--- src/hw/rtl/assert_macros.svh ---
// assertion macros used by the back stage
`ifndef ASSERT_MACROS_SVH
`define ASSERT_MACROS_SVH
`ifndef SYNTHESIS
`define FSAT_ASSERT(lbl, prop, msg) \
    lbl: assert property (@(posedge i_clk) disable iff (!i_rst_n) (prop)) else $error(msg);
`define FSAT_ASSERT_IMP(lbl, ante, cons, msg) \
    lbl: assert property (@(posedge i_clk) disable iff (!i_rst_n) (ante) |-> (cons)) \
        else $error(msg);
`else
`define FSAT_ASSERT(lbl, prop, msg)
`define FSAT_ASSERT_IMP(lbl, ante, cons, msg)
`endif
`endif

--- src/hw/rtl/fsat_pkg.sv ---
// types, constants and helpers of the flow statistics table
package fsat_pkg;
    localparam int TABLE_DEPTH = 1024;
    localparam int IDX_W       = $clog2(TABLE_DEPTH);
    localparam int CNT_W       = $clog2(TABLE_DEPTH + 1);
    localparam int BYTES_W     = 40;
    localparam int DIVD_W      = BYTES_W + 3;
    localparam int DUR_W       = 32;
    localparam int BITS_W      = BYTES_W + 4;
    localparam int SUM_W       = 64;
    localparam int STEP_W      = $clog2(DIVD_W);
    localparam int Q_DEPTH     = 2;
    localparam int Q_PTR_W     = $clog2(Q_DEPTH);
    localparam int Q_CNT_W     = $clog2(Q_DEPTH + 1);

    localparam logic CFG_FILTER_EN = 1'b0;
    localparam logic CFG_FILTER_ID = 1'b1;

    localparam logic [1:0] CLS_APP = 2'd0;
    localparam logic [1:0] CLS_SRC = 2'd1;
    localparam logic [1:0] CLS_DST = 2'd2;

    typedef enum logic [2:0] {
        ST_UPDATED  = 3'd0,
        ST_CREATED  = 3'd1,
        ST_FILTERED = 3'd2,
        ST_FULL     = 3'd3,
        ST_BADCLASS = 3'd4
    } t_status;

    // status ST_CREATED in a queued item means lookup still pending
    typedef struct packed {
        t_status              status;
        logic [1:0]           cls;
        logic [31:0]          key;
        logic [BYTES_W-1:0]   up_octets;
        logic [BYTES_W-1:0]   dn_octets;
        logic [DUR_W-1:0]     dur;
        logic [BITS_W-1:0]    bits;
    } t_item;

    typedef struct packed {
        logic [1:0]        cls;
        logic [31:0]       key;
        logic [31:0]       conns;
        logic [SUM_W-1:0]  up;
        logic [SUM_W-1:0]  dn;
        logic [SUM_W-1:0]  tot;
    } t_slot;

    typedef struct packed {
        logic full;
        logic empty;
    } t_q_stat;

    function automatic logic [SUM_W-1:0] sat_add(input logic [SUM_W-1:0] a,
                                                 input logic [SUM_W-1:0] b);
        logic [SUM_W:0] s;
        s = {1'b0, a} + {1'b0, b};
        return s[SUM_W] ? {SUM_W{1'b1}} : s[SUM_W-1:0];
    endfunction
endpackage

--- src/hw/rtl/fsat_queue.sv ---
// short queue of classified records between front and back
module fsat_queue import fsat_pkg::*; (
    input  logic    i_clk,
    input  logic    i_rst_n,
    input  logic    i_push,
    input  t_item   i_item,
    input  logic    i_pop,
    output t_item   o_item,
    output t_q_stat o_stat
);
    t_item               r_mem [Q_DEPTH];
    logic [Q_PTR_W-1:0]  r_wp;
    logic [Q_PTR_W-1:0]  r_rp;
    logic [Q_CNT_W-1:0]  r_cnt;
    logic                do_push;
    logic                do_pop;

    assign o_stat.full  = (r_cnt == Q_CNT_W'(Q_DEPTH));
    assign o_stat.empty = (r_cnt == '0);
    assign do_push      = i_push && !o_stat.full;
    assign do_pop       = i_pop && !o_stat.empty;
    assign o_item       = r_mem[r_rp];

    always_ff @(posedge i_clk) begin
        if (!i_rst_n) begin
            r_wp  <= '0;
            r_rp  <= '0;
            r_cnt <= '0;
        end else begin
            if (do_push) begin
                r_wp <= (r_wp == Q_PTR_W'(Q_DEPTH - 1)) ? '0 : r_wp + 1'b1;
            end
            if (do_pop) begin
                r_rp <= (r_rp == Q_PTR_W'(Q_DEPTH - 1)) ? '0 : r_rp + 1'b1;
            end
            if (do_push && !do_pop) begin
                r_cnt <= r_cnt + 1'b1;
            end else if (do_pop && !do_push) begin
                r_cnt <= r_cnt - 1'b1;
            end
        end
    end

    always_ff @(posedge i_clk) begin
        if (do_push) begin
            r_mem[r_wp] <= i_item;
        end
    end
endmodule

--- config.mk ---
export PLATFORM = sky130hd
export DESIGN_NAME = fsat_queue
export DESIGN_NICKNAME = d
export VERILOG_FILES = /design/src/hw/rtl/assert_macros.svh /design/src/hw/rtl/fsat_pkg.sv /design/src/hw/rtl/fsat_queue.sv
export SDC_FILE = /design/constraint.sdc
export NUM_CORES = 1
export LEC_CHECK = 0
export BUFFER_PORTS_ARGS = -buffer_cell sky130_fd_sc_hd__buf_2
export CORE_UTILIZATION = 52
export CTS_CLUSTER_SIZE = 12
export DETAILED_ROUTE_END_ITERATION = 10
export PLACE_DENSITY = 0.79
export SYNTH_ARGS = -nofsm -noshare
export SYNTH_HDL_FRONTEND = slang
export SYNTH_SLANG_ARGS = --single-unit
--- constraint.sdc ---
create_clock -name i_clk -period 13.03 [get_ports i_clk]
set_input_delay 2.606 -clock i_clk [delete_from_list [all_inputs] [get_ports i_clk]]
set_output_delay 2.606 -clock i_clk [all_outputs]
set_load 0.02 [all_outputs]
==> summary.md, run 1 <==
| Metric | Value |
|---|---|
| Worst path bufs/invs | `2` |
| Post-cts hold buffer count | `0` |
| Worst path slowest cell | `dfxtp_4` |
| Initial antenna violation count | `8` |
| Sink Count | `391` |
| CP Class | `flip-flop to primary output` |
| Worst-Margin Slew | `1.13 ns` |
| Clock buffer depth | `3` |
| Core Box Area | `26900 um^2` |
| Max-cap violations | `0` |
| Vias in the first global route | `7590` |
| Drt first pass iters | `4` |
| Max_slew headroom | `24.6%` |
| Startpoint types | `flip-flop` |
| Pin count of the biggest net entering global routing | `195` |
| Share of cells above drive strength 1 | `59.9%` |
| Starting Density | `52.9%` |
| Commonest non-fill, non-tap cells in the layout | `buf_2 (391), edfxtp_1 (386), mux2_2 (193)` |
| Post-Place Cells | `1341` |
| Mapped Cells | `625` |
| Post-Syn Area per Cell | `22.7 um^2` |
| Worst clock skew | `0.0182 ns` |
| Gr usage total | `19.4%` |
| Via count | `7272` |
| Max Transition Viols Final | `0` |
| Largest area contributor in the netlist | `edfxtp_1` |
| Sum Neg Setup Slack | `0 ns` |
| P_leak | `6.52 nW` |
| Post-synthesis cell area | `14200 um^2` |
| Die Width | `167 um` |
| RSZ-0062 raised after global routing | `false` |
| VDD IR max | `133 uV` |
| Post-synthesis register bit count | `391` |
| Die Area | `28000 um^2` |
| Hold WC Path Type | `flip-flop to flip-flop` |
| H-tree levels | `2` |
| Number of setup buffers added after CTS | `0` |
| IO Pins | `392` |
| Arrival time worst endpoint | `2.96 ns` |
| Critical path required time | `10.42 ns` |
| Row cnt | `60` |
| Wire length per cell | `20.0 um` |
| Worst-Skew Late Latency | `0.52 ns` |
| Cts repair resizes | `0` |
| First-pass GRT wire length | `41000 um` |
| Clock-pin slew on the worst setup and hold paths | `0.06 ns` |
| CTS tree | `built` |
| Cells along the critical path | `buf_4, mux2_2, buf_2` |
| Synth unique cells | `21` |
| Die Y | `167 um` |
| Dpl hpwl | `18300 um` |
| Post-DR vias/cell | `5.17` |
| # nets final | `1240` |
| DR iter-0 viols | `418` |
| Power Dens Cells | `204 nW/um^2` |
| Root buffer cell | `clkbuf_16` |
| CP Capture Type | `primary output` |
| Finished Layout Cells | `1407` |
| Worst-path maximum fanout | `71` |
| Ranking of synthesized cells by area | `edfxtp_1 (82%), mux2_2 (15%), buf_6 (1.3%)` |
| Post-Syn Nets | `823` |
| Crit-path leading delay family | `flip-flops` |
| Outcome | `finished clean` |
| Residual DRC | `0` |
| Yosys top cell area share | `81.5%` |
| Max Fclk | `180 MHz` |
| Worst path max stage delay | `0.98 ns` |
| Commonest non-fill, non-tap cell in the layout | `buf_2` |
| Congestion Overflow GR | `0` |
| Final hold violation count | `0` |
| Final Power | `3.58 mW` |
| Port buffer count | `391` |
| Crit path time final | `5.56 ns` |
| P&R area growth vs syn | `23.5%` |
| Routed wire length | `28100 um` |
| CTS buffer count | `40` |
| Fin crit share | `42.7%` |
| Synth warnings | `0` |
| Global placement routability congestion | `0.753` |
| Seq/Total Area, Yosys | `82.2%` |
| DRT antenna net count | `0` |
| Setup violators final | `0` |
## cells by family after synthesis
group                      share of synthesized area [%]
DFF                                                 82.2
muxes                                               15.3
buffers and inverters                               1.58
and+or+nand+nor                                    0.387
AOI/OAI and AO/OA                                  0.229
xor gates and xnor gates                           0.185
adders and majority gates                         0.0880
## sequential cells by signal (all words and copies together), names as in the netlist, named ones only
signal	flops
r_mem	386
r_rp	1
r_wp	1
r_cnt	2
## cell usage after synthesis
library cell  number
o21a_1             1
a21boi_1           1
a21boi_0           1
nor3_2             1
nand2b_1           1
and3_1             1
buf_6             17
edfxtp_1         386
mux2_2           193
nor2_1             2
inv_1              2
or3_1              1
xor2_1             1
and2_1             3
o21ai_1            1
buf_4              2
dfxtp_1            5
xnor2_1            2
ha_1               1
o21ai_0            1
buf_2              2
## report_power, final
group	switching (mW)	internal, mW	leakage [nW]
combinational	0.571	0.371	2.33
sequential	0.0703	1.58	3.65
clock	0.423	0.559	0.535
## area by class of cell
class / instances / area [um^2]
multi-input combinational: 211 / 2310
timing repair buffer: 396 / 2010
clock buffer: 51 / 1040
fill: 1869 / 9320
sequential: 391 / 11700
inverter: 2 / 7.51
clock inverter: 10 / 57.6
antenna: 5 / 12.5
tap: 341 / 427
## per-layer routing
layer | part of all wire, % | global-route usage (%) | wire, um
met4 | 3.8 | 7.90 | 1060
met2 | 51 | 34.5 | 14400
met3 | 9.2 | 7.49 | 2590
met5 | 0.20 | 0 | 56
met1 | 35 | 20.6 | 9940
## worst paths after layout
check,start,end,slack [ns],cells after the start
max reg2reg,r_cnt[0],r_mem[1][25],10.37,3
min reg2reg,r_cnt[1],r_cnt[1],0.53,2
min,r_cnt[1],r_cnt[1],0.53,2
max,flip-flop,o_item[22],7.47,3
## worst reg2reg max path: stages, from the launching register on
cell and delay [ns]:
dfxtp_1 0.41, nand2b_1 0.17, and3_4 0.73, buf_4 0.90
## metrics by stage
step           instance area (um^2)  setup WS [ns]  hold WS [ns]  utilization (%)
3_5_place_dp                  16400           7.95         0.519             61.2
6_report                      17600           7.47         0.533             65.3
5_1_grt                       17500           7.29         0.569             65.3
2_1_floorplan                 14200           2.23         0.483                -
3_3_place_gp                  16400           7.95         0.499             61.2
4_1_cts                       17500           7.38         0.539             65.3
Note: power is estimated with default switching activity, not from simulation.
==> run 2, diff against run 1 <==
==> constraint.sdc (replaced) <==
create_clock -name i_clk -period 5.6 [get_ports i_clk]
set_input_delay 1.12 -clock i_clk [delete_from_list [all_inputs] [get_ports i_clk]]
set_output_delay 1.12 -clock i_clk [all_outputs]
set_load 0.02 [all_outputs]
==> run 2 against run 1 <==
Cell count about the same. First-iteration DRC count shrank 21%. Clock-buffer cell count is 2 lower. Global-route usage grew 0.46 points. Wire length increased by 2.6%. Critical path type unchanged. Largest power group unchanged.
==> summary.md, run 2 (synthesized netlist as in run 1, its figures left out) <==
| Metric | Value |
|---|---|
| Via count | `7330` |
| Starting Density | `52.9%` |
| Clock-pin slew on the worst setup and hold paths | `0.06 ns` |
| Pin count of the biggest net entering global routing | `109` |
| Fin crit share | `64.5%` |
| Arrival time worst endpoint | `2.49 ns` |
| Cts repair resizes | `0` |
| First-pass GRT wire length | `41600 um` |
| Max_slew headroom | `42.7%` |
| Max reg flops | `386` |
| Footprint of the multi-input gates | `2310 um^2` |
| Drt first pass iters | `4` |
| DRT antenna net count | `0` |
| IO Pins | `392` |
| Port buffer count | `391` |
| Final hold violation count | `0` |
| Setup violators final | `0` |
| Sink Count | `391` |
| Initial antenna violation count | `9` |
| CP Class | `flip-flop to primary output` |
| Post-DR vias/cell | `5.21` |
| Worst-path maximum fanout | `85` |
| Hold WC Path Type | `flip-flop to flip-flop` |
| Crit path time final | `3.61 ns` |
| Largest regs | `r_mem: 386 flops, r_cnt: 2 flops` |
| Final Instance Area | `17600 um^2` |
| Worst clock skew | `0.00767 ns` |
| CTS buffer count | `40` |
| Number of setup buffers added after CTS | `0` |
| Die Area | `28000 um^2` |
| Clock buffer depth | `3` |
| # nets final | `1243` |
| Most flop-heavy register | `r_mem` |
| Share of cells above drive strength 1 | `60.4%` |
| CTS tree | `built` |
| Residual DRC | `0` |
| Max Fclk | `277 MHz` |
| Routed wire length | `28800 um` |
| VDD IR max | `320 uV` |
| Outcome | `finished clean` |
| Final Power | `8.36 mW` |
| Power Dens Cells | `474 nW/um^2` |
| Max Transition Viols Final | `0` |
| Die Width | `167 um` |
| Worst-Skew Late Latency | `0.51 ns` |
| CP Capture Type | `primary output` |
| RSZ-0062 raised after global routing | `false` |
| Root buffer cell | `clkbuf_16` |
| P_leak | `6.55 nW` |
| Fill cells | `1821` |
| Gr usage total | `19.9%` |
| H-tree levels | `2` |
| Vias in the first global route | `7775` |
| Pre-CTS setup slack | `2.54 ns` |
| Critical path required time | `4.48 ns` |
| Startpoint types | `flip-flop` |
| Core Box Area | `26900 um^2` |
| Commonest non-fill, non-tap cell in the layout | `buf_2` |
| Wire length per cell | `20.5 um` |
| Final hold slack | `0.550 ns` |
| Dpl hpwl | `19400 um` |
| Util after Layout | `65.6%` |
| Worst-Margin Slew | `0.859 ns` |
| Placed cell area | `16500 um^2` |
| DR iter-0 viols | `332` |
| Row cnt | `60` |
| Worst setup margin | `1.99 ns` |
| Post-cts hold buffer count | `0` |
| FF+latch area | `11700 um^2` |
| Max-cap violations | `0` |
| P&R area growth vs syn | `24.1%` |
| Global placement routability congestion | `0.881` |
| Congestion Overflow GR | `0` |
| Commonest non-fill, non-tap cells in the layout | `buf_2 (391), edfxtp_1 (386), mux2_2 (193)` |
| Die Y | `167 um` |
-- run 2: changes by cell type in the layout (fill, tap and decap cells not counted), sizes merged --
cell | before | now
buf | 396 | 399
clkbuf | 51 | 49
diode | 5 | 4
inv | 3 | 4
-- run 2: stage by stage --
step / TNS [ns] / std cells
after floorplan: -115.26 / 625
after global placement: 0 / 1344
after detailed placement: 0 / 1344
after CTS: 0 / 1404
after global routing: 0 / 1408
final: 0 / 1408
-- run 2: power breakdown --
group | switching, mW | internal (mW)
registers | 0.151 | 3.68
clock network | 0.979 | 1.32
logic | 1.35 | 0.881
-- run 2: worst max-delay path: stages (launching register included) --
cell and delay [ns]:
dfxtp_4 0.78, buf_12 0.40, mux2_2 0.41, buf_2 0.16
-- run 2: area by class of cell --
cell class | count | share of cell area [%]
well taps | 341 | 2.42
clock buffers | 49 | 5.99
diodes | 4 | 0.0567
repair buffers | 399 | 11.7
clock inverters | 11 | 0.312
multi-input cells | 211 | 13.1
inverters | 2 | 0.113
flip-flops and latches | 391 | 66.3
-- run 2: final timing paths --
check                               start     endpoint  slack, ns  cells after the start
worst max-delay path            flip-flop   o_item[53]       1.99                      3
worst min-delay path             r_cnt[1]     r_cnt[1]       0.55                      2
worst max register to register   r_cnt[0]  r_mem[1][7]       3.32                      3
worst min register to register   r_cnt[1]     r_cnt[1]       0.55                      2
-- run 2: per-layer routing --
| layer | share of wire (%) | GRT usage, % |
|---|---|---|
| met1 | 34 | 20.5 |
| met2 | 51 | 34.6 |
| met3 | 8.6 | 7.42 |
| met4 | 5.3 | 11.4 |
| met5 | 0.18 | 0 |
==> run 3, diff against run 2 <==
--- a/config.mk
+++ b/config.mk
@@ -6,10 +6,10 @@
 export NUM_CORES = 1
 export LEC_CHECK = 0
 export BUFFER_PORTS_ARGS = -buffer_cell sky130_fd_sc_hd__buf_2
-export CORE_UTILIZATION = 52
+export CORE_UTILIZATION = 47
 export CTS_CLUSTER_SIZE = 12
 export DETAILED_ROUTE_END_ITERATION = 10
-export PLACE_DENSITY = 0.79
+export PLACE_DENSITY = 0.76
 export SYNTH_ARGS = -nofsm -noshare
 export SYNTH_HDL_FRONTEND = slang
 export SYNTH_SLANG_ARGS = --single-unit
==> constraint.sdc (replaced) <==
create_clock -name i_clk -period 2.95 [get_ports i_clk]
set_input_delay 0.59 -clock i_clk [delete_from_list [all_inputs] [get_ports i_clk]]
set_output_delay 0.59 -clock i_clk [all_outputs]
set_load 0.02 [all_outputs]
==> run 3 against run 2 <==
Critical path depth stayed put. Flip-flop and latch count stayed put. Non-clock buffer count is 9 higher. Cell count is 3.9% higher. Worst hold slack worse by 0.28 ns. Final area is 1.3% higher. Clock-buffer cell count is 2 higher. Via count is 0.46% lower. First-iteration DRC count is 31% higher. Combinational power is 99% higher. Die area is 11% higher. Total power is 93% higher. Largest power group unchanged.
==> summary.md, run 3 (synthesized netlist as in run 1, its figures left out) <==
| Metric | Value |
|---|---|
| Outcome | `finished clean` |
| Hold WC Path Type | `input port to flip-flop` |
| Core Box Area | `29700 um^2` |
| DR iter-0 viols | `434` |
| Wire length per cell | `18.9 um` |
| CTS tree | `built` |
| Fill cells | `2172` |
| Startpoint types | `flip-flop` |
| Largest regs | `r_mem: 386 flops, r_cnt: 2 flops` |
| CTS buffer count | `40` |
| Critical path required time | `2.36 ns` |
| Dpl hpwl | `18400 um` |
| DRT antenna net count | `0` |
| Clock buffer depth | `3` |
| Port buffer count | `391` |
| Die Y | `176 um` |
| Arrival time worst endpoint | `1.94 ns` |
| VDD IR max | `671 uV` |
| P_leak | `6.63 nW` |
| Crit path time final | `2.53 ns` |
| Commonest non-fill, non-tap cells in the layout | `buf_2 (391), edfxtp_1 (386), mux2_2 (193)` |
| Clock-pin slew on the worst setup and hold paths | `0.06 ns` |
| Setup violators final | `0` |
| Die Area | `30900 um^2` |
| Internal power | `11.4 mW` |
| Seq pwr share | `44.4%` |
| P&R area growth vs syn | `25.7%` |
| First-pass GRT wire length | `40300 um` |
| Max Transition Viols Final | `0` |
| IO Pins | `392` |
| Commonest non-fill, non-tap cell in the layout | `buf_2` |
| Worst-path maximum fanout | `33` |
| Pin count of the biggest net entering global routing | `99` |
| # nets final | `1252` |
| Worst-Margin Slew | `0.598 ns` |
| Sw Pwr | `4.71 mW` |
| H-tree levels | `2` |
| Via count | `7296` |
| Post-cts hold buffer count | `0` |
| Row cnt | `63` |
| Final hold violation count | `0` |
| Post-DR vias/cell | `4.99` |
| Routed wire length | `27700 um` |
| RSZ-0062 raised after global routing | `false` |
| Vias in the first global route | `7566` |
| Max_slew headroom | `60.1%` |
| Max Fclk | `395 MHz` |
| Die Width | `176 um` |
| Most flop-heavy register | `r_mem` |
| CP Capture Type | `primary output` |
| Starting Density | `47.8%` |
| Combinational power share | `27.5%` |
| Power Dens Cells | `903 nW/um^2` |
| Number of setup buffers added after CTS | `0` |
| Util after Layout | `60.1%` |
| CP Class | `flip-flop to primary output` |
| Max-cap violations | `0` |
| Global placement routability congestion | `0.757` |
| Share of cells above drive strength 1 | `61.2%` |
| Clock power share | `28.1%` |
| Fin crit share | `85.8%` |
| Root buffer cell | `clkbuf_16` |
| Sw Ratio | `29.2%` |
| Final Power | `16.1 mW` |
| Residual DRC | `0` |
| Congestion Overflow GR | `0` |
| Cts repair resizes | `0` |
| Max reg flops | `386` |
| Drt first pass iters | `4` |
| Sink Count | `391` |
| Worst-Skew Late Latency | `0.51 ns` |
| Initial antenna violation count | `4` |
| Worst clock skew | `0.00866 ns` |
| Gr usage total | `17.2%` |
==> run 3: worst max-delay path: stages (launching register included) <==
cell,delay [ns]
dfxtp_4,0.42
buf_4,0.42
mux2_2,0.41
buf_2,0.16
==> run 3: layer usage <==
layer	global-route usage, %	vias to the layer above	part of all wire [%]
li1	-	3350	-
met4	5.80	2	2.3
met1	19.9	3574	37
met2	30.2	321	52
met5	0	-	0.043
met3	5.30	49	8.5
==> run 3: cell type report <==
type	instances	area, um^2	area share, %
Multi-Input combinational cell	211	2320	13.0
Timing Repair Buffer	408	2200	12.3
Tap cell	390	488	2.73
Sequential cell	391	11700	65.5
Clock buffer	51	1060	5.95
Clock inverter	6	78.8	0.441
Antenna cell	4	10.0	0.0560
Inverter	2	10.0	0.0560
==> run 3: power by group through the flow <==
stage	registers [mW]	clock network [mW]	logic, mW
5_1_grt	7.22	4.85	4.70
2_1_floorplan	7.31	0	3.11
3_5_place_dp	7.28	0	4.47
4_1_cts	7.17	4.64	4.49
6_report	7.17	4.53	4.44
3_3_place_gp	7.24	0	4.44
==> run 3: path summary, 6_finish.rpt <==
path,from,endpoint,slack (ns),cells past startpoint
max reg2reg,r_cnt[0],r_mem[0][71],1.14,4
min,i_item[20],r_mem[1][20],0.27,1
min reg2reg,r_cnt[1],r_cnt[1],0.57,2
max,flip-flop,o_item[124],0.42,3
==> run 3: through the flow <==
| step | instance area (um^2) | std cells | setup TNS [ns] | hold WS [ns] | setup WS [ns] |
|---|---|---|---|---|---|
| CTS | 17900 | 1459 | 0 | 0.243 | 0.383 |
| floorplan | 14200 | 625 | -603.25 | 0.517 | -2.66 |
| global route | 17900 | 1462 | 0 | 0.236 | 0.325 |
| finish | 17900 | 1463 | 0 | 0.266 | 0.418 |
| detailed placement | 16700 | 1402 | 0 | 0.559 | 0.932 |
| global placement | 16700 | 1402 | 0 | 0.535 | 0.940 |
