File: src/hw/rtl/assert_macros.svh
// assertion macros used by the back stage
`ifndef ASSERT_MACROS_SVH
`define ASSERT_MACROS_SVH
`ifndef SYNTHESIS
`define FSAT_ASSERT(lbl, prop, msg) \
    lbl: assert property (@(posedge i_clk) disable iff (!i_rst_n) (prop)) else $error(msg);
`define FSAT_ASSERT_IMP(lbl, ante, cons, msg) \
    lbl: assert property (@(posedge i_clk) disable iff (!i_rst_n) (ante) |-> (cons)) \
        else $error(msg);
`else
`define FSAT_ASSERT(lbl, prop, msg)
`define FSAT_ASSERT_IMP(lbl, ante, cons, msg)
`endif
`endif

File: src/hw/rtl/fsat_pkg.sv
// types, constants and helpers of the flow statistics table
package fsat_pkg;
    localparam int TABLE_DEPTH = 1024;
    localparam int IDX_W       = $clog2(TABLE_DEPTH);
    localparam int CNT_W       = $clog2(TABLE_DEPTH + 1);
    localparam int BYTES_W     = 40;
    localparam int DIVD_W      = BYTES_W + 3;
    localparam int DUR_W       = 32;
    localparam int BITS_W      = BYTES_W + 4;
    localparam int SUM_W       = 64;
    localparam int STEP_W      = $clog2(DIVD_W);
    localparam int Q_DEPTH     = 2;
    localparam int Q_PTR_W     = $clog2(Q_DEPTH);
    localparam int Q_CNT_W     = $clog2(Q_DEPTH + 1);

    localparam logic CFG_FILTER_EN = 1'b0;
    localparam logic CFG_FILTER_ID = 1'b1;

    localparam logic [1:0] CLS_APP = 2'd0;
    localparam logic [1:0] CLS_SRC = 2'd1;
    localparam logic [1:0] CLS_DST = 2'd2;

    typedef enum logic [2:0] {
        ST_UPDATED  = 3'd0,
        ST_CREATED  = 3'd1,
        ST_FILTERED = 3'd2,
        ST_FULL     = 3'd3,
        ST_BADCLASS = 3'd4
    } t_status;

    // status ST_CREATED in a queued item means lookup still pending
    typedef struct packed {
        t_status              status;
        logic [1:0]           cls;
        logic [31:0]          key;
        logic [BYTES_W-1:0]   up_octets;
        logic [BYTES_W-1:0]   dn_octets;
        logic [DUR_W-1:0]     dur;
        logic [BITS_W-1:0]    bits;
    } t_item;

    typedef struct packed {
        logic [1:0]        cls;
        logic [31:0]       key;
        logic [31:0]       conns;
        logic [SUM_W-1:0]  up;
        logic [SUM_W-1:0]  dn;
        logic [SUM_W-1:0]  tot;
    } t_slot;

    typedef struct packed {
        logic full;
        logic empty;
    } t_q_stat;

    function automatic logic [SUM_W-1:0] sat_add(input logic [SUM_W-1:0] a,
                                                 input logic [SUM_W-1:0] b);
        logic [SUM_W:0] s;
        s = {1'b0, a} + {1'b0, b};
        return s[SUM_W] ? {SUM_W{1'b1}} : s[SUM_W-1:0];
    endfunction
endpackage

File: src/hw/rtl/fsat_front.sv
// front stage: filter, class check, key select and bit total
module fsat_front import fsat_pkg::*; (
    input  logic               i_clk,
    input  logic               i_rst_n,
    input  logic               i_cfg_we,
    input  logic               i_cfg_addr,
    input  logic [31:0]        i_cfg_wdata,
    input  logic               i_push,
    output logic               o_full,
    input  logic [31:0]        i_app_id,
    input  logic [31:0]        i_src_ip,
    input  logic [31:0]        i_dst_ip,
    input  logic [BYTES_W-1:0] i_up_octets,
    input  logic [BYTES_W-1:0] i_dn_octets,
    input  logic [DUR_W-1:0]   i_duration,
    input  logic [1:0]         i_agg_class,
    output logic               o_q_push,
    output t_item              o_q_item,
    input  t_q_stat            i_q_stat
);
    logic        r_filt_en;
    logic [31:0] r_filt_id;
    logic        r_vld;
    t_item       r_item;
    t_item       n_item;
    logic        acc;
    logic [BYTES_W:0] byte_sum;

    assign o_full   = r_vld && i_q_stat.full;
    assign o_q_push = r_vld && !i_q_stat.full;
    assign o_q_item = r_item;
    assign acc      = i_push && !o_full;
    assign byte_sum = {1'b0, i_up_octets} + {1'b0, i_dn_octets};

    always_comb begin
        n_item.cls        = i_agg_class;
        n_item.up_octets  = i_up_octets;
        n_item.dn_octets  = i_dn_octets;
        n_item.dur        = i_duration;
        n_item.bits       = {byte_sum, 3'b000};
        n_item.key        = i_app_id;
        n_item.status     = ST_CREATED;
        unique case (i_agg_class)
            CLS_APP: n_item.key = i_app_id;
            CLS_SRC: n_item.key = i_src_ip;
            CLS_DST: n_item.key = i_dst_ip;
            default: n_item.status = ST_BADCLASS;
        endcase
        // filter wins over a bad class
        if (r_filt_en && i_app_id != r_filt_id) begin
            n_item.status = ST_FILTERED;
        end
    end

    always_ff @(posedge i_clk) begin
        if (!i_rst_n) begin
            r_filt_en <= 1'b0;
            r_filt_id <= '0;
            r_vld     <= 1'b0;
        end else begin
            if (i_cfg_we) begin
                unique case (i_cfg_addr)
                    CFG_FILTER_EN: r_filt_en <= i_cfg_wdata[0];
                    CFG_FILTER_ID: r_filt_id <= i_cfg_wdata;
                    default: ;
                endcase
            end
            if (acc) begin
                r_vld <= 1'b1;
            end else if (o_q_push) begin
                r_vld <= 1'b0;
            end
        end
    end

    always_ff @(posedge i_clk) begin
        if (acc) begin
            r_item <= n_item;
        end
    end
endmodule

File: config.mk
export PLATFORM = sky130hd
export DESIGN_NAME = fsat_front
export DESIGN_NICKNAME = d
export VERILOG_FILES = /design/src/hw/rtl/assert_macros.svh /design/src/hw/rtl/fsat_pkg.sv /design/src/hw/rtl/fsat_front.sv
export SDC_FILE = /design/constraint.sdc
export NUM_CORES = 1
export LEC_CHECK = 0
export CAP_MARGIN = 20
export CORE_AREA = 3 3 170 172
export CTS_CLUSTER_SIZE = 20
export DETAILED_ROUTE_END_ITERATION = 8
export DIE_AREA = 0 0 173 175
export DONT_BUFFER_PORTS = 1
export GPL_TIMING_DRIVEN = 1
export HOLD_SLACK_MARGIN = 0.06
export PLACE_DENSITY_LB_ADDON = 0.15
export SLEW_MARGIN = 30
export SYNTH_ARGS = -nofsm -noshare
export SYNTH_HDL_FRONTEND = slang
export SYNTH_SLANG_ARGS = --single-unit
File: constraint.sdc
create_clock -name i_clk -period 21.1 [get_ports i_clk]
set_clock_uncertainty 0.05 [all_clocks]
set_input_delay 1.055 -clock i_clk [delete_from_list [all_inputs] [get_ports i_clk]]
set_output_delay 1.055 -clock i_clk [all_outputs]
set_load 0.03 [all_outputs]
==> run summary, run 1 <==
In this run the worst setup path terminates at o_q_item[43]. Headroom to the max-slew limit came out at 38.1%. The area of the die came out at 30300 um^2. The warning count from the yosys run came out at 0.

The worst hold slack came out at 0.424 ns. Entering global routing, the biggest net connects 75 pins. The total count of hold-check failures in the final report is 0. In this run the critical register-to-register path is captured at o_q_item[64]. TritonCTS built the clock tree. The region available for standard cell placement spans 27600 um^2. The share of synthesized area occupied by flip-flops and latches came out at 62.2%. The area of the multi-input gates is 3690 um^2. The area growth from synthesis to layout came out at 11.0%. The final total power came out at 1.13 mW. Setup repair after global routing left no endpoint under its margin. The worst-skew pair later-pin latency came out at 0.51 ns. The via count of the first global-routing pass is 6514.

The worst path in the final design needs a cycle of 3.71 ns, including I/O delays and setup. The worst endpoint required time came out at 21.32 ns. The number of gates resized after CTS was 0.

The clock share of power came out at 36.4%. The detail route stage leaves a number of antenna-violating nets equal to 0. The maximum clock rate came out at 269 MHz.

The path type of the worst min-delay path is reg -> reg. The total number of nets in the final design is 1119. The count of pins over their slew limit came out at 0. The share of total power dissipated in combinational logic is 10.5%. Of all nets on the critical path, the largest fanout is 5. Tracing the worst setup path back leads to its startpoint at i_up_octets[0].

The length in cells of the worst reg-to-reg path came out at 4. The kind of capture point of the worst setup path is a flop. Dividing the detail-routed wire length by the instance count gives 23.0 um. The post-route setup TNS is 0 ns. The setup slack after placement came out at 16.85 ns. The initial antenna violation count came out at 0. The detail-routed via count per cell is 5.29. The layout has 2666 filler cells.

For this run, the detailed router's first-pass iteration total came to 5. The startpoint identified for the worst register-to-register timing path is r_vld. The routed wire length came out at 28.1 mm. The number of DRC violations after detailed routing came out at 0. The post-synthesis cell area is 10300 um^2. The y dimension of the die is 175 um.

The repair_antennas step left the layout with diodes totalling 0. The register area is 6390 um^2. The largest individual stage delay along the critical path comes from the cell o311ai_1.

The power density over cell area is 99.3 nW/um^2. The number of buffers added by the clock tree synthesis step came out at 24. Traced cell by cell, the critical path runs through ha_1 -> fa_1 -> a211oi_1 -> o21ai_0 -> a21oi_2 -> a21oi_1 -> o311ai_1 -> o21ai_0 -> a21o_1. The clock edge transition at the registers on the reported setup and hold paths is 0.06 ns. The number of endpoints failing setup at the final stage came out at 0. The critical path is of the in -> reg type.

The die extent in x came out at 173 um. The placed wire-length estimate came out at 22.1 mm. The quantity of I/O buffers inserted on ports is 0. A synthesized cell averages 12.3 um^2. The share of post-route cells with drive strength above 1 came out at 6.41%. The worst setup path is launched from an input port.

In the synthesized netlist the dominant register cell turns out to be edfxtp_1. The final critical path takes up 17.6% of the cycle. The number of buffers inserted by hold repair at cts is 0.

The commonest non-fill, non-tap cell in the layout is edfxtp_1. The slew at the pin with the worst max-slew slack came out at 0.928 ns. Counting flops with a built-in enable in the synthesized netlist gives 190. The first global-routing pass estimated 41.1 mm of wire.

In this run the register-to-register setup slack is 18.33 ns. The total global routing track utilization is 17.6%. The top-area cell type share of the netlist area came out at 55.6%. Summed over all nets, the switching power comes to 0.319 mW.

The remaining global-route overflow is 0. After clock tree synthesis, the setup repair step added 0 buffers. The delay contributed by the slowest stage of the critical path came out at 0.68 ns.

444 I/O pins were placed. By instance count, the cell type seen most on the critical path is o21ai_0. The total internal power came out at 0.813 mW. The largest voltage drop on the vdd net is 0.0503 mV.

The violation count after the first detailed-routing iteration came out at 302. The starting density of the core is 37.2%. The congestion estimate from routability-driven global placement came to 0.807. The number of buffers between clock root and the deepest sink is 3. The floorplan row count is 61. The fraction of synthesis flops using an asynchronous set or reset pin is 0%. The worst path meets setup with 17.39 ns of slack. The leakage power figure is 3.97 nW. Across the run, the number of max-cap violations was 0. In this run, synthesis produced a sequential element count of 224. The power share of the sequential group is 53.1%. The biggest area contributor in the post-synthesis netlist is edfxtp_1. The number of instances in the synthesized netlist came out at 836. Summing over every cut layer, the via total after detailed routing is 6454. The switching power share of the total came out at 28.2%. The cell at the root of the clock tree is clkbuf_16. Ranked by total cell area, the synthesized netlist is headed by edfxtp_1 (56%), dfxtp_1 (6.6%), ha_1 (5.2%), nand2_1 (4.8%), xnor2_1 (4.3%). For the worst setup path, the data arrival time is 3.93 ns. After synthesis, the netlist uses 57 different library cells. The number of clock sinks came out at 224. Leaving out fill and tap cells, the most frequent cells in the layout are edfxtp_1 (190), nand2_1 (131), o21ai_0 (60), xnor2_1 (50), a21oi_1 (45). The depth of the CTS H-tree is 1. The run finished with clean final reports.
-- registers in the layout, indices dropped and copies added, names as in the netlist --
register and cells:
o_q_item 190, r_filt_en 1, r_filt_id 32, r_vld 1
-- layer usage --
| metal | track usage [%] | up-vias | wire length, um |
|---|---|---|---|
| met5 | 0 | - | 0 |
| met4 | 3.82 | 0 | 446 |
| met3 | 6.00 | 28 | 2540 |
| met2 | 31.2 | 318 | 14300 |
| met1 | 20.6 | 3035 | 10800 |
| li1 | - | 3073 | - |
-- cell families (layout without fill, tap and decap cells) --
family,after synthesis,in the layout,synth area share (%)
other,1,3,0.0365
DFF,224,224,62.2
buffers and inverters,53,58,2.17
and+or+nand+nor,200,200,8.46
muxes,1,1,0.0975
adders and majority gates,44,44,5.43
xor gates and xnor gates,68,68,5.80
AOI/OAI and AO/OA,245,245,15.8
-- metrics by stage --
| step | util, % | instance area [um^2] | std cells |
|---|---|---|---|
| 6_report | 41.2 | 11400 | 1221 |
| 5_1_grt | 41.2 | 11400 | 1221 |
| 4_1_cts | 41.2 | 11400 | 1221 |
| 3_5_place_dp | 38.4 | 10600 | 1178 |
| 3_3_place_gp | 38.4 | 10600 | 1178 |
| 2_1_floorplan | - | 10300 | 838 |
-- cell usage after synthesis, drive strengths merged (2+ instances only) --
| library cell | instances |
|---|---|
| o21a | 4 |
| nand2 | 132 |
| nor2b | 5 |
| a211o | 2 |
| nor3 | 4 |
| xnor2 | 50 |
| buf | 7 |
| a21o | 22 |
| a22oi | 33 |
| o211ai | 4 |
| and2 | 4 |
| nor4 | 2 |
| a2111oi | 4 |
| o21ai | 65 |
| a21oi | 47 |
| xor2 | 18 |
| nand4 | 17 |
| nand3 | 3 |
| dfxtp | 34 |
| nor3b | 2 |
| a21boi | 36 |
| a31oi | 7 |
| or2 | 2 |
| or3 | 2 |
| o21bai | 5 |
| clkbuf | 35 |
| inv | 11 |
| edfxtp | 190 |
| a211oi | 4 |
| ha | 43 |
| nor2 | 23 |
-- critical path, delay by kind of cell --
kind	cells	cell delay (ns)
AO/OA/AOI/OAI	7	2.23
adder cells (fa/ha/maj)	2	0.65
-- worst min path at each step --
stage,startpoint,cells after the start,slack (ns),to
2_1_floorplan,r_filt_id[10],2,0.41,r_filt_id[10]
3_3_place_gp,r_filt_id[14],2,0.41,r_filt_id[14]
3_5_place_dp,r_filt_id[13],2,0.42,r_filt_id[13]
4_1_cts,r_filt_id[13],2,0.43,r_filt_id[13]
5_1_grt,r_filt_id[3],2,0.44,r_filt_id[3]
6_report,r_filt_id[13],2,0.42,r_filt_id[13]
-- power by group through the flow --
| stage | clock, mW | combinational [mW] | sequential (mW) |
|---|---|---|---|
| after global placement | 0 | 0.117 | 0.612 |
| after detailed placement | 0 | 0.119 | 0.612 |
| final | 0.412 | 0.118 | 0.601 |
| after global routing | 0.450 | 0.134 | 0.603 |
| after CTS | 0.429 | 0.119 | 0.603 |
| after floorplan | 0 | 0.0922 | 0.608 |
-- layout make-up --
| type | instances | share of cell area [%] |
|---|---|---|
| well taps | 378 | 4.15 |
| repair buffers | 4 | 0.264 |
| multi-input cells | 561 | 32.4 |
| inverters | 11 | 0.362 |
| flip-flops and latches | 224 | 56.0 |
| clock inverters | 13 | 1.13 |
| clock buffers | 30 | 5.65 |
Note: power is estimated with default switching activity, not from simulation.
==> inputs of run 2 (changes only) <==
Settings changed: ABC_AREA set to 1, CORE_AREA 3 3 170 172 to 3 3 172 174, DIE_AREA 0 0 173 175 to 0 0 175 177.
Clock period 21.1 ns to 3.8 ns, I/O delays scaled along.
==> run summary, run 2 <==
The depth of the CTS H-tree is 1. The I/O pin count came out at 444. The quantity of I/O buffers inserted on ports is 0.

The number of buffers between clock root and the deepest sink came out at 3. The number of buffers added by the clock tree synthesis step came out at 25. The critical path goes through dlygate4sd3_1 -> ha_1 -> fa_1 -> nand3_1 -> nand3_2 -> nand2_1 -> nand2_1 -> nand2_1 -> nand3_2 -> nand2_2 -> nand2_1 -> nand2_1 -> nand2_1.

The initial antenna violation count is 1. The weighted congestion at the end of routability-driven global placement came out at 0.879. The kind of critical path is in -> reg. The area of the core is 27900 um^2. The fraction of synthesized cell area in xor and xnor cells came out at 3.37%. The violation count after the first detailed-routing iteration came out at 492.

The clock edge transition at the registers on the reported setup and hold paths is 0.06 ns. Dividing the detail-routed wire length by the instance count gives 19.1 um. The post-synthesis share of cell area spent on full adders, half adders and majority gates is 5.00%. The number of clock sinks is 224.

The detail-routed via count per cell came out at 4.87. The floorplan row count is 61. In the final layout, flip-flops and latches occupy 6390 um^2. In the post-synthesis netlist, the cell with the most instances is nand2_1. The fraction of synthesis flops using an asynchronous set or reset pin came out at 0%.

The commonest cells after synthesis are nand2_1 (302), edfxtp_1 (190), inv_1 (146), nor2_1 (138), a21oi_1 (93). The top cell types in the final layout, fill and taps aside, are nand2_1 (302), dlygate4sd3_1 (221), edfxtp_1 (190), inv_1 (145), nor2_1 (137). The met3 wirelength from detailed routing came out at 2.80 mm. Counting flops and latches in the post-synthesis netlist gives 224. The via count of the first global-routing pass was 9066. The flow ran to the end, and the final reports show no timing, DRC or antenna violations.

The worst setup path is launched from an input port. The analysis attributes to net switching a power of 2.02 mW. The worst hold slack is 0.0778 ns. Summing every instance area after synthesis gives 11200 um^2. The remaining global-route overflow came out at 0. The top layer used by detailed routing is met4. The top-area cell type share of the netlist area came out at 51.1%. The post-synthesis cell type count came out at 33. The placed wire-length estimate is 25.7 mm. The number of vias after detailed routing came out at 8905.

The power density over cell area is 455 nW/um^2. The slew at the pin with the worst max-slew slack came out at 0.838 ns. The Yosys step of the flow raised 0 warnings. In this run the worst hold path is classified as in -> reg. The die is 175 um wide. The library cell used most frequently in the layout, excluding fill and tap cells, is nand2_1.

Setup repair after global routing left no endpoint under its margin. Subtracting the final worst setup slack from the clock period gives 2.30 ns. The count of pins over their slew limit came out at 0. The mux contribution to synthesized area came out at 0%. Entering global routing, the biggest net connects 76 pins. Sorting the synthesized cells by area gives the leading types as edfxtp_1 (51%), nand2_1 (10%), dfxtp_1 (6.1%), inv_1 (4.9%), ha_1 (4.8%). The maximum clock rate is 435 MHz. The most area-hungry cell type in the Yosys netlist is edfxtp_1. The count of buffers added by post-CTS timing repair for setup is 0. The area growth from synthesis to layout came out at 31.2%.

After detailed routing, the total wire length is 34.9 mm. The data arrival time of the critical path came out at 2.53 ns. The cell area after placement is 11600 um^2. The buffering stage count on the worst path with inverters included came out at 1. The TritonCTS clock tree is yes. The area of the die came out at 31000 um^2. The number of maximum-capacitance violations came out at 0. The met1 wire length is 14.2 mm. The final non-filler cell area came out at 14600 um^2. Counting the fill cells in the layout gives 2578.

The total length of routed met2 wires is 16.8 mm. The number of endpoints failing setup at the final stage is 0. The synthesized-area fraction occupied by ao, oa, aoi and oai cells came out at 7.60%. The y dimension of the die came out at 177 um.

STA classifies the critical path endpoint as a flop. Among cell families on the critical path, the largest total delay comes from simple AND/OR/NAND/NOR gates. The total number of cells along the worst setup path came out at 13. The largest individual stage delay along the critical path comes from the cell dlygate4sd3_1.

The count of nets left with antenna violations after detail routing came out at 0. Of the total power, the share spent switching nets is 30.2%. The power share of the sequential group came out at 50.1%.

The total count of hold-check failures in the final report is 0. The worst pin sits at a relative slew slack of 44.0%. The total global routing track utilization came out at 21.6%. In the routed design, unresolved DRC markers number 0. The worst endpoint required time is 4.04 ns. The post-route setup TNS is 0 ns. The flip-flop count of the largest register, all copies and words added came out at 190. After layout, the worst path uses 60.5% of the clock period.

The clock share of power came out at 34.5%. The multi-input combinational cells in the finished layout cover a total of 4100 um^2. The combinational power share is 15.4%. Averaged over all synthesized cells, the footprint is 9.35 um^2. The length in cells of the worst reg-to-reg path came out at 4. The share of synthesized area occupied by flip-flops and latches came out at 57.2%. The cell type with the highest occurrence count on the critical path is nand2_1. The worst-skew pair later-pin latency came out at 0.54 ns.

The largest voltage drop on the vdd net came out at 0.309 mV. The worst hold path was traced through 2 stages. The starting density of the core is 40.0%. The first global-routing pass estimated 52.0 mm of wire. The leakage power figure is 6.15 nW.

After synthesis, the largest family of logic cells by area is simple AND/OR/NAND/NOR gates. The number of flops mapped to enable cells by yosys is 190. Along the worst path, the maximum fanout reaches 4. The total internal power is 4.65 mW. The final cell utilization of the core came out at 52.4%.

The tree is rooted in a clkbuf_16. The synthesized-area fraction occupied by and/or/nand/nor cells came out at 20.6%. The number of instances in the synthesized netlist is 1194. The share of post-route cells with drive strength above 1 is 7.87%. Power comes to 6.67 mW. The number of optimization iterations in the first detailed-route pass is 5. The total number of nets in the final design is 1722. The dominant register cell in the synthesized netlist is edfxtp_1. For this run, the slowest stage of the critical path takes 0.59 ns.
[run 2: cell count changes after synthesis, sizes merged, moves of 14 or more]
| cell | delta |
|---|---|
| nand2 | +196 |
| inv | +142 |
| nor2 | +129 |
| a21oi | +48 |
| nand3 | +39 |
| a21boi | -34 |
| xnor2 | -28 |
| a21o | -22 |
| a22oi | -22 |
| o21ai | -21 |
| clkbuf | -15 |
| nand4 | -14 |
[run 2: path summary, 6_finish.rpt]
check | from | end | slack, ns
max reg2reg | r_vld | o_q_item[138] | 1.67
min reg2reg | r_filt_id[14] | r_filt_id[14] | 0.45
max | i_dn_octets[0] | o_q_item[41] | 1.50
min | i_up_octets[14] | o_q_item[17] | 0.08
[run 2: metrics by stage]
stage                     cells  worst slack (ns)
after floorplan            1196            0.0220
after global placement     1558              1.59
after detailed placement   1558              1.58
after CTS                  1826              1.54
after global routing       1827              1.36
final                      1827              1.50
[run 2: layout make-up]
type	instances	area share, %
antenna	1	0.0171
clock buffer	28	4.35
clock inverter	18	0.940
inverter	155	3.97
multi-input combinational	792	28.0
sequential	224	43.6
tap	378	3.23
timing repair buffer	231	15.9
[run 2: power by group through the flow]
stage | Sequential, mW | Combinational [mW] | Clock [mW]
floorplan | 3.36 | 0.591 | 0
global placement | 3.40 | 0.773 | 0
detailed placement | 3.39 | 0.781 | 0
CTS | 3.34 | 1.03 | 2.36
global route | 3.36 | 1.15 | 2.47
finish | 3.34 | 1.03 | 2.30
[run 2: metal layers]
| metal | global-route usage, % | up-vias |
|---|---|---|
| li1 | - | 4378 |
| met1 | 26.2 | 4068 |
| met2 | 37.7 | 388 |
| met3 | 5.79 | 71 |
| met4 | 6.91 | 0 |
| met5 | 0 | - |
[run 2: cell families after synthesis]
logic type      after synthesis
simple gates                543
xor+xnor                     43
compound gates              159
buf+inv                     180
flops                       224
other cells                   1
fa+ha+maj                    44
[run 2: what timing repair did]
| action | in CTS | in global routing |
|---|---|---|
| setup endpoints to repair | 0 | 0 |
| gates resized for setup | 0 | 0 |
| hold endpoints to repair | 231 | 0 |
| hold buffers | 222 | 0 |
==> inputs of run 3 (changes only) <==
Settings changed: ABC_AREA 1 to 0, CORE_AREA 3 3 172 174 to 3 3 170 172, DIE_AREA 0 0 175 177 to 0 0 173 175.
Clock period 3.8 ns to 2.2 ns, I/O delays scaled along.
==> run summary, run 3 <==
The run stopped with a tool error. The flow stopped in clock tree synthesis. The tool reported: "[ERROR RSZ-0060] Max buffer count reached". The y dimension of the die is 175 um. The warning count from the yosys run is 0.

The post-synthesis cell type count is 57. The I/O pin count is 444. The most area-hungry cell type in the Yosys netlist is edfxtp_1. The number of synthesized register bits came out at 224. The fraction of synthesis flops using an asynchronous set or reset pin is 0%. Sorting the synthesized cells by area gives the leading types as edfxtp_1 (56%), dfxtp_1 (6.6%), ha_1 (5.2%), nand2_1 (4.8%), xnor2_1 (4.3%).

The number of instances in the synthesized netlist is 836. The clock passes through at most 3 buffers. Post-CTS timing repair inserted 0 buffers for setup. From left edge to right edge, the die measures 173 um. After clock tree synthesis, the flow added hold-fix buffers numbering 265. The number of clock sinks is 224. After clock tree synthesis, the repair step resized 0 gates.

The weighted congestion at the end of routability-driven global placement came out at 0.887. Port buffering added 0 buffers. In this run, synthesis inferred 190 flip-flops with an integrated enable. After synthesis, flip-flops and latches occupy 62.2% of the total area. The most used standard cell by instance count after synthesis is edfxtp_1. Clock tree synthesis inserted a total of 24 buffers.

The synthesized design devotes to its leading area cell type 55.6% of total area. Among all flip-flop cells after synthesis, the most frequent one is edfxtp_1. The placed wire-length estimate came out at 22.6 mm.

CTS built an H-tree with a depth of 1. Ranked by instance count, the synthesized netlist is headed by edfxtp_1 (190), nand2_1 (132), o21ai_0 (60), xnor2_1 (50), a21oi_1 (45). The cell at the root of the clock tree is clkbuf_16. After synthesis the cells add up to 10300 um^2. The per-instance average area after synthesis is 12.3 um^2. The floorplan row count came out at 61.

The starting density of the core is 37.2%.
[run 3: cell count changes after synthesis, moves of 16 or more]
cell / change
o21ai_0: +16
nand3_1: -31
nand2_2: -26
a21oi_1: -48
a22oi_1: +22
nor2_1: -115
xnor2_1: +28
a21o_1: +22
nand2_1: -170
inv_1: -135
a21boi_0: +34
[run 3: cell families after synthesis]
family                   Yosys count  synth area share, %
AO/OA/AOI/OAI                    245                 15.8
flip-flops                       224                 62.2
AND/OR/NAND/NOR                  200                 8.46
XOR/XNOR                          68                 5.80
buffers and inverters             53                 2.17
adder cells (fa/ha/maj)           44                 5.43
other                              1               0.0365
multiplexers                       1               0.0975
[run 3: metrics by stage]
step	utilization, %	instances	setup WS (ns)	setup TNS (ns)	area (um^2)
global placement	42.1	1280	-0.517	-5.46	11600
detailed placement	42.1	1280	-0.453	-5.87	11600
floorplan	-	838	-1.57	-298.03	10500
==> inputs of run 4 (changes only) <==
Settings changed: CORE_AREA 3 3 170 172 to 3 3 207 209, CTS_CLUSTER_SIZE 20 to not set, DIE_AREA 0 0 173 175 to 0 0 210 212, HOLD_SLACK_MARGIN 0.06 to not set.
==> run summary, run 4 (synthesis results as in run 1) <==
The final cell count without fillers is 1766. Relative to the synthesized area, the layout overhead comes to 52.0%. The worst-skew pair later-pin latency is 0.55 ns. The routed wire length came out at 37.2 mm.

The biggest fanout along the worst timing path came out at 4. The worst endpoint required time is 2.45 ns. The maximum clock rate is 465 MHz. The total global routing track utilization is 16.0%.

The die extent in x came out at 210 um. The count of fill cells added during filler insertion is 3987. The count of pins over their slew limit is 0. The largest voltage drop on the vdd net came out at 0.467 mV. The initial antenna violation count came out at 1. The via count of the first global-routing pass is 8517.

Combinational cells account for 16.1% of the total power. The tree is rooted in a clkbuf_16. The depth of the CTS H-tree came out at 1. The number of buffers between clock root and the deepest sink came out at 3.

The signal on the critical path passes through ha_4 -> a21o_1 -> nand4_1 -> a2111oi_4 -> and3b_1 -> a211o_1 -> o41a_4 -> o311a_1. The number of clock sinks is 224. The remaining global-route overflow came out at 0. After detailed routing, the number of remaining DRC violations is 0. The number of maximum-capacitance violations came out at 0. The quantity of I/O buffers inserted on ports came out at 0. The detailed-route wire length per cell is 21.1 um. The count of nets left with antenna violations after detail routing came out at 0. OpenSTA, run right after detailed placement, puts the worst setup slack at -0.547 ns.

The number of buffers added by the clock tree synthesis step came out at 27. The final non-filler cell area is 15600 um^2. In the final layout, the share of cells above drive strength 1 is 16.6%. The total count of hold-check failures in the final report is 0.

The detail-routed via count per cell is 4.58. The number of vias after detailed routing came out at 8093. The initialized floorplan defines 74 standard-cell rows. The commonest non-fill, non-tap cell in the layout is dlygate4sd3_1.

STA classifies the critical path startpoint as an input port. The first global-routing pass estimated 54.3 mm of wire. On the worst path, the slowest cell contributes a delay of 0.42 ns. In the layout the commonest cells are dlygate4sd3_1 (267), edfxtp_1 (190), nand2_1 (130), buf_4 (113), o21ai_0 (55). The setup path with the least slack is of type in -> reg. The total area inside the core boundary comes to 41000 um^2. Once the floorplan was initialized, standard cells occupied 25.0% of the core.

The flip-flop count of the largest register, all copies and words added came out at 190. The total placed cells including tap cells came out at 1444. The min-delay analysis places its worst path in the category in -> reg. Summed over all nets, the half-perimeter wirelength after detailed placement is 27.7 mm.

The slowest stage of the critical path belongs to the cell a2111oi_4. The remaining max-slew budget at the tightest pin is 53.4%. The flow ran to the end, and the final reports show no timing, DRC or antenna violations.

Setup repair after global routing could not meet its margin everywhere. The power density over cell area is 800 nW/um^2. The worst hold slack is 0.00806 ns.

The share of the clock period used by the worst path after layout is 97.7%. The total number of nets in the final design is 1505. The cell area after placement is 11900 um^2. The slew at the pin with the worst max-slew slack came out at 0.693 ns.

The switching power share of the total is 28.2%. The power share of the sequential group is 46.3%. The TritonCTS clock tree is yes. The worst path meets setup with 0.0496 ns of slack. The data arrival time of the critical path is 2.40 ns. The y dimension of the die is 212 um. The number of optimization iterations in the first detailed-route pass came out at 5. The post-layout minimum cycle time came out at 2.15 ns. Internal power comes to 8.97 mW.

The clock edge transition at the registers on the reported setup and hold paths is 0.06 ns. The weighted congestion at the end of routability-driven global placement is 0.779. The buffering stage count on the worst path with inverters included came out at 0.

The power spent charging and discharging nets is 3.53 mW. The I/O pin count is 444. In this run the static leakage power is 5.87 nW.

The area of the die is 44500 um^2. The maximum number of pins on one net before global-route repair came out at 54. The number of endpoints failing setup at the final stage came out at 0. The worst setup path is captured at a flop.

The violation count after the first detailed-routing iteration is 383. The clock network burns 37.5% of the power. Grouping stages by cell kind, the critical path spends the most delay in compound AO/OA/AOI/OAI gates.
## run 4: per-layer routing
layer	vias up	global-route usage, %	wire [um]
met5	-	0	0
met4	0	4.14	656
met3	43	4.28	2850
met2	329	28.1	18400
met1	3862	19.6	15300
li1	3859	-	-
## run 4: worst reg2reg max path: cells and delay by family (launching register included)
kind | cells | cell delay (ns)
AND/OR/NAND/NOR | 2 | 0.49
XOR/XNOR | 1 | 0.26
flip-flops | 1 | 0.32
AO/OA/AOI/OAI | 1 | 0.31
## run 4: timing repair
action / in CTS / in global routing
hold endpoints to repair: 221 / 1
endpoints found under the setup margin: 0 / 11
setup buffers: 0 / 2
gates resized for setup: 0 / 13
hold buffers: 271 / 1
## run 4: power by group through the flow
stage	Sequential, mW	Clock [mW]	Combinational [mW]
floorplan	5.79	0	0.949
global placement	5.89	0	1.50
detailed placement	5.89	0	1.51
CTS	5.80	4.87	2.01
global route	5.82	5.04	2.22
finish	5.79	4.69	2.01
## run 4: layout make-up
cell class / instances / area [um^2] / area share, %
repair buffers: 387 / 3640 / 23.3
flip-flops and latches: 224 / 6390 / 40.9
diodes: 2 / 5.00 / 0.0321
inverters: 11 / 41.3 / 0.264
well taps: 532 / 666 / 4.26
clock buffers: 31 / 691 / 4.42
multi-input cells: 561 / 3950 / 25.3
clock inverters: 18 / 235 / 1.51
## run 4: metrics by stage
stage               utilization, %  TNS, ns  total power, mW
finish                        38.1        0             12.5
CTS                           37.9        0             12.7
floorplan                        -  -298.03             6.74
global placement              29.0    -5.69             7.40
detailed placement            29.0    -5.20             7.40
global route                  38.1  -0.0176             13.1
## run 4: path summary, 6_finish.rpt
| check | endpoint | depth (start not counted) | slack [ns] | start |
|---|---|---|---|---|
| worst max register to register | o_q_item[191] | 4 | 0.44 | r_filt_id[26] |
| worst min register to register | o_q_item[191] | 1 | 0.71 | r_filt_en |
| worst max-delay path | o_q_item[40] | 8 | 0.05 | i_dn_octets[1] |
| worst min-delay path | o_q_item[22] | 3 | 0.008 | i_dn_octets[19] |
